==> src/rtl/mbet_pkg.sv <==
// ----------------------------------------------------------------------------
// mbet_pkg
// Shared types, constants and helper functions for the Mandelbrot
// escape-time unit.
// ----------------------------------------------------------------------------
package mbet_pkg;

	localparam int MAX_ITERATIONS = 30;
	localparam int COORD_BITS     = 12;
	localparam int FRAC_BITS      = 28;

	localparam int CNT_W   = $clog2(MAX_ITERATIONS + 1);
	localparam int WIDE_W  = 66;
	localparam int REG_IDX_W = 3;

	// Configuration register indexes.
	localparam logic [REG_IDX_W-1:0] REG_LEFT_EDGE  = 3'd0;
	localparam logic [REG_IDX_W-1:0] REG_TOP_EDGE   = 3'd1;
	localparam logic [REG_IDX_W-1:0] REG_X_STEP     = 3'd2;
	localparam logic [REG_IDX_W-1:0] REG_Y_STEP     = 3'd3;
	localparam logic [REG_IDX_W-1:0] REG_COLOR_BASE = 3'd4;

	// Escape radius squared, 4.0 in the format of the squared magnitude.
	localparam logic [63:0] FOUR_SQ = 64'd4 << (2 * FRAC_BITS);

	localparam logic [CNT_W-1:0] COUNT_LIMIT = CNT_W'(MAX_ITERATIONS);

	typedef enum logic [2:0] {
		ST_IDLE,
		ST_COORD,
		ST_MUL,
		ST_UPD,
		ST_DONE
	} mbet_state_t;

	typedef struct packed {
		logic load_in;
		logic calc_c;
		logic mul;
		logic step;
		logic load_out;
	} mbet_cmd_t;

	typedef struct packed {
		logic stop;
	} mbet_sts_t;

	function automatic logic signed [WIDE_W-1:0] wide32(input logic signed [31:0] v);
		wide32 = {{(WIDE_W-32){v[31]}}, v};
	endfunction

	function automatic logic signed [WIDE_W-1:0] wide64(input logic signed [63:0] v);
		wide64 = {{(WIDE_W-64){v[63]}}, v};
	endfunction

	// Clamp a wide signed value to the signed 32-bit range.
	function automatic logic signed [31:0] sat32(input logic signed [WIDE_W-1:0] v);
		logic signed [WIDE_W-1:0] hi;
		logic signed [WIDE_W-1:0] lo;
		hi = {{(WIDE_W-32){1'b0}}, 32'h7fff_ffff};
		lo = {{(WIDE_W-32){1'b1}}, 32'h8000_0000};
		if (v > hi) begin
			sat32 = 32'sh7fff_ffff;
		end else if (v < lo) begin
			sat32 = 32'sh8000_0000;
		end else begin
			sat32 = v[31:0];
		end
	endfunction

endpackage

==> src/rtl/mbet_ctrl.sv <==
// ----------------------------------------------------------------------------
// mbet_ctrl
// Controller state machine: sequences pixel load, point setup, the
// multiply and update steps of each iteration, and result hand-off.
// ----------------------------------------------------------------------------
module mbet_ctrl (
	input  logic               clk,
	input  logic               arst_n,
	input  logic               in_valid,
	output logic               in_ready,
	output logic               out_valid,
	input  logic               out_ready,
	input  mbet_pkg::mbet_sts_t sts,
	output mbet_pkg::mbet_cmd_t cmd
);

	mbet_pkg::mbet_state_t state_q;
	mbet_pkg::mbet_state_t state_nxt;
	logic                  out_valid_q;

	always_ff @(posedge clk or negedge arst_n) begin
		if (!arst_n) begin
			state_q <= mbet_pkg::ST_IDLE;
		end else begin
			state_q <= state_nxt;
		end
	end

	always_comb begin
		state_nxt = state_q;
		cmd       = '0;
		in_ready  = 1'b0;
		case (state_q)
			mbet_pkg::ST_IDLE: begin
				in_ready = 1'b1;
				if (in_valid) begin
					cmd.load_in = 1'b1;
					state_nxt   = mbet_pkg::ST_COORD;
				end
			end
			mbet_pkg::ST_COORD: begin
				cmd.calc_c = 1'b1;
				state_nxt  = mbet_pkg::ST_MUL;
			end
			mbet_pkg::ST_MUL: begin
				cmd.mul   = 1'b1;
				state_nxt = mbet_pkg::ST_UPD;
			end
			mbet_pkg::ST_UPD: begin
				if (sts.stop) begin
					state_nxt = mbet_pkg::ST_DONE;
				end else begin
					cmd.step  = 1'b1;
					state_nxt = mbet_pkg::ST_MUL;
				end
			end
			mbet_pkg::ST_DONE: begin
				// The result register is free once its current item is taken.
				if (!out_valid_q || out_ready) begin
					cmd.load_out = 1'b1;
					state_nxt    = mbet_pkg::ST_IDLE;
				end
			end
			default: begin
				state_nxt = mbet_pkg::ST_IDLE;
			end
		endcase
	end

	always_ff @(posedge clk or negedge arst_n) begin
		if (!arst_n) begin
			out_valid_q <= 1'b0;
		end else if (cmd.load_out) begin
			out_valid_q <= 1'b1;
		end else if (out_ready) begin
			out_valid_q <= 1'b0;
		end
	end

	assign out_valid = out_valid_q;

endmodule

==> config.mk <==
export PLATFORM = sky130hd
export DESIGN_NAME = mbet_ctrl
export DESIGN_NICKNAME = d
export VERILOG_FILES = /design/src/rtl/mbet_pkg.sv /design/src/rtl/mbet_ctrl.sv
export SDC_FILE = /design/constraint.sdc
export NUM_CORES = 1
export LEC_CHECK = 0
export BUFFER_PORTS_ARGS = -buffer_cell sky130_fd_sc_hd__buf_4
export CAP_MARGIN = 10
export CORE_AREA = 8 8 45 47
export CTS_CLUSTER_DIAMETER = 50
export DETAILED_ROUTE_END_ITERATION = 10
export DIE_AREA = 0 0 53 55
export GPL_ROUTABILITY_DRIVEN = 0
export PLACE_DENSITY_LB_ADDON = 0.15
export SLEW_MARGIN = 20
export SYNTH_ARGS = -nofsm -noshare
export SYNTH_HDL_FRONTEND = slang
export SYNTH_SLANG_ARGS = --single-unit
==> constraint.sdc <==
create_clock -name clk -period 1.75 [get_ports clk]
set_clock_uncertainty 0.15 [all_clocks]
set_input_delay 0.2625 -clock clk [delete_from_list [all_inputs] [get_ports clk]]
set_output_delay 0.2625 -clock clk [all_outputs]
set_load 0.01 [all_outputs]
==> flow_summary.ini <==
[cts]
numCtsBuffers = 3
clk_pin_slew_worst_paths_ns = 0.03
htreeDepth = 1
cts.sinks = 4
clk_latency_ns = 0.23
clock_path_buffers = 2
cts_root_buf = clkbuf_4
cts_tree = yes

[yosys]
ys_seq_elements = 4
syn_area_um2 = 214
synth.avg_cell_area_um2 = 10.2
netlist_instances = 21
syn_nets = 26
ys_warn_count = 0
synth_cell_types = 13
ys_seq_area_frac = 0.468

[floorplanning]
coreArea_um2 = 1380
die_area_um2 = 2920
initial_core_util = 0.155
die_x_um = 53
io-pin-count = 12
die_y_um = 55
num_rows = 14

[power]
p_leak_nw = 0.168
power_density_nw_per_um2 = 1610
ir_worst_vdd_v = 0.000559

[critical_path]
cp_max_fo = 5
endpoint_kind = output port
cp_slowest_cell = dfrtp_2
critical-path-max-stage-delay_ns = 0.42
crit_start = state_q[0]
r2r_start = state_q[0]
crit_type = reg -> out
cp_top_family = simple AND/OR/NAND/NOR gates
cp.required_ns = 1.34
path_buf_inv = 1
crit_chain = or3b_4 -> nor2b_1 -> buf_4
arrival_ns = 1.30
critPathLaunchType = flop

[timing]
hold_viol = 0
finalSetupViolations = 0
worst_pin_slew_ns = 0.177
finalCriticalPeriod_ns = 1.71
max_slew_margin = 0.882
fin_tns_setup_ns = 0
fin_ws_ns = 0.0425
hold_ws_ns = 0.0832
max_freq_mhz = 586
fin_crit_sh = 0.976
slew_violations = 0
rsz0062_at_grt = yes

[grt]
antenna_found_initial = 0
first_global_vias = 219
grt_max_degree = 7
grt_usage = 0.0471
grt_remaining_overflow = 0
grt_pass1_wl_um = 924

[routing]
drtAntennaViolNets = 0
remaining_drc_errors = 0
drt_first_pass_iters = 1
vias = 202
routed_wl_um = 566
drt_iter0_drc = 0
wl_per_cell_um = 10.7
routed_via_density = 3.81

[status]
status = completed

[worst_hold_path]
hold_start = sts
hold_path.class = in -> reg

[layout]
diodes = 0
final_nets = 44
syn2layout_area_growth_pct = 69.0
postLayoutCoreUtil = 0.261
drive_gt1_frac = 0.595

[place]
dp_hpwl_um = 452
place_ws_ns = 0.214
io_buffers = 11

[run]
maxCapViolations = 0
[path summary, 6_finish.rpt]
kind	slack [ns]	cells past startpoint	endpoint
hold / removal	0.08	2	state_q[1]
hold reg to reg	0.34	1	state_q[0]
setup / recovery	0.04	3	cmd[0]
max in group asynchronous	1.12	2	state_q[1]
min in group asynchronous	0.22	2	state_q[2]
setup reg to reg	0.56	2	state_q[2]
[report_power, final]
| group | total [W] | switching, W | internal, W |
|---|---|---|---|
| sequential | 0.000170 | 0.0000361 | 0.000134 |
| combinational | 0.000300 | 0.000135 | 0.000165 |
| clock | 0.000110 | 0.0000340 | 0.0000764 |
| total | 0.000581 | 0.000206 | 0.000376 |
[placed cells by master (no fill, tap or decap)]
master	Yosys	layout
nor2b_1	1	1
nor2_1	2	2
nor3_2	0	1
o21bai_1	1	1
buf_4	0	13
nand2_1	2	2
or3b_4	1	1
o22ai_2	1	1
dlygate4sd3_1	0	1
and2_1	1	1
a31oi_1	1	1
dfrtp_2	0	3
nor3_1	2	1
nand2b_1	2	2
dfrtp_1	4	1
clkbuf_4	0	3
nor3b_1	2	2
[flip-flops by register name, indices dropped and copies added, names as in the netlist]
register	count
out_valid	1
state_q	3
[metal layers]
layer  part of all wire  global-route usage
met5                  0                   0
met4                  0              0.0647
met3              0.094              0.0294
met2               0.51              0.0605
met1               0.40              0.0443
[kinds of logic (layout without fill, tap and decap cells)]
| kind of cell | Yosys count | count (layout) | synth area share |
|---|---|---|---|
| compound gates | 3 | 3 | 0.123 |
| flops | 4 | 4 | 0.468 |
| simple gates | 13 | 13 | 0.357 |
| buf+inv | 1 | 17 | 0.0526 |
[through the flow]
stage / cells / power [W] / cell area [um2]
finish: 53 / 0.000581 / 362
floorplan: 21 / 0.000330 / 214
global placement: 48 / 0.000444 / 313
global route: 53 / 0.000639 / 362
detailed placement: 48 / 0.000443 / 313
CTS: 53 / 0.000581 / 354
[Yosys cell counts]
cell type	instances	area, um2
a31oi_1	1	6.26
or3b_4	1	11.3
o21bai_1	1	7.51
and2_1	1	6.26
nor3b_1	2	15.0
nor2b_1	1	6.26
nor2_1	2	7.51
nand2_1	2	7.51
nand2b_1	2	12.5
buf_6	1	11.3
o22ai_2	1	12.5
nor3_1	2	10.0
dfrtp_1	4	100
[final cells by class]
cell class,count,area [um2]
clock buffers,3,22.5
flip-flops and latches,4,104
repair buffers,14,108
multi-input cells,16,108
well taps,16,20.0
fillers,163,1020
[timing repair]
item                                    in CTS  in global routing
endpoints found under the setup margin       1                  2
hold buffers                                 1                  0
endpoints found under the hold margin        4                  0
buffers inserted                             1                  0
gates resized for setup                      1                  3
gates cloned                                 0                  0
No activity file was read; power rests on OpenSTA's default activity.
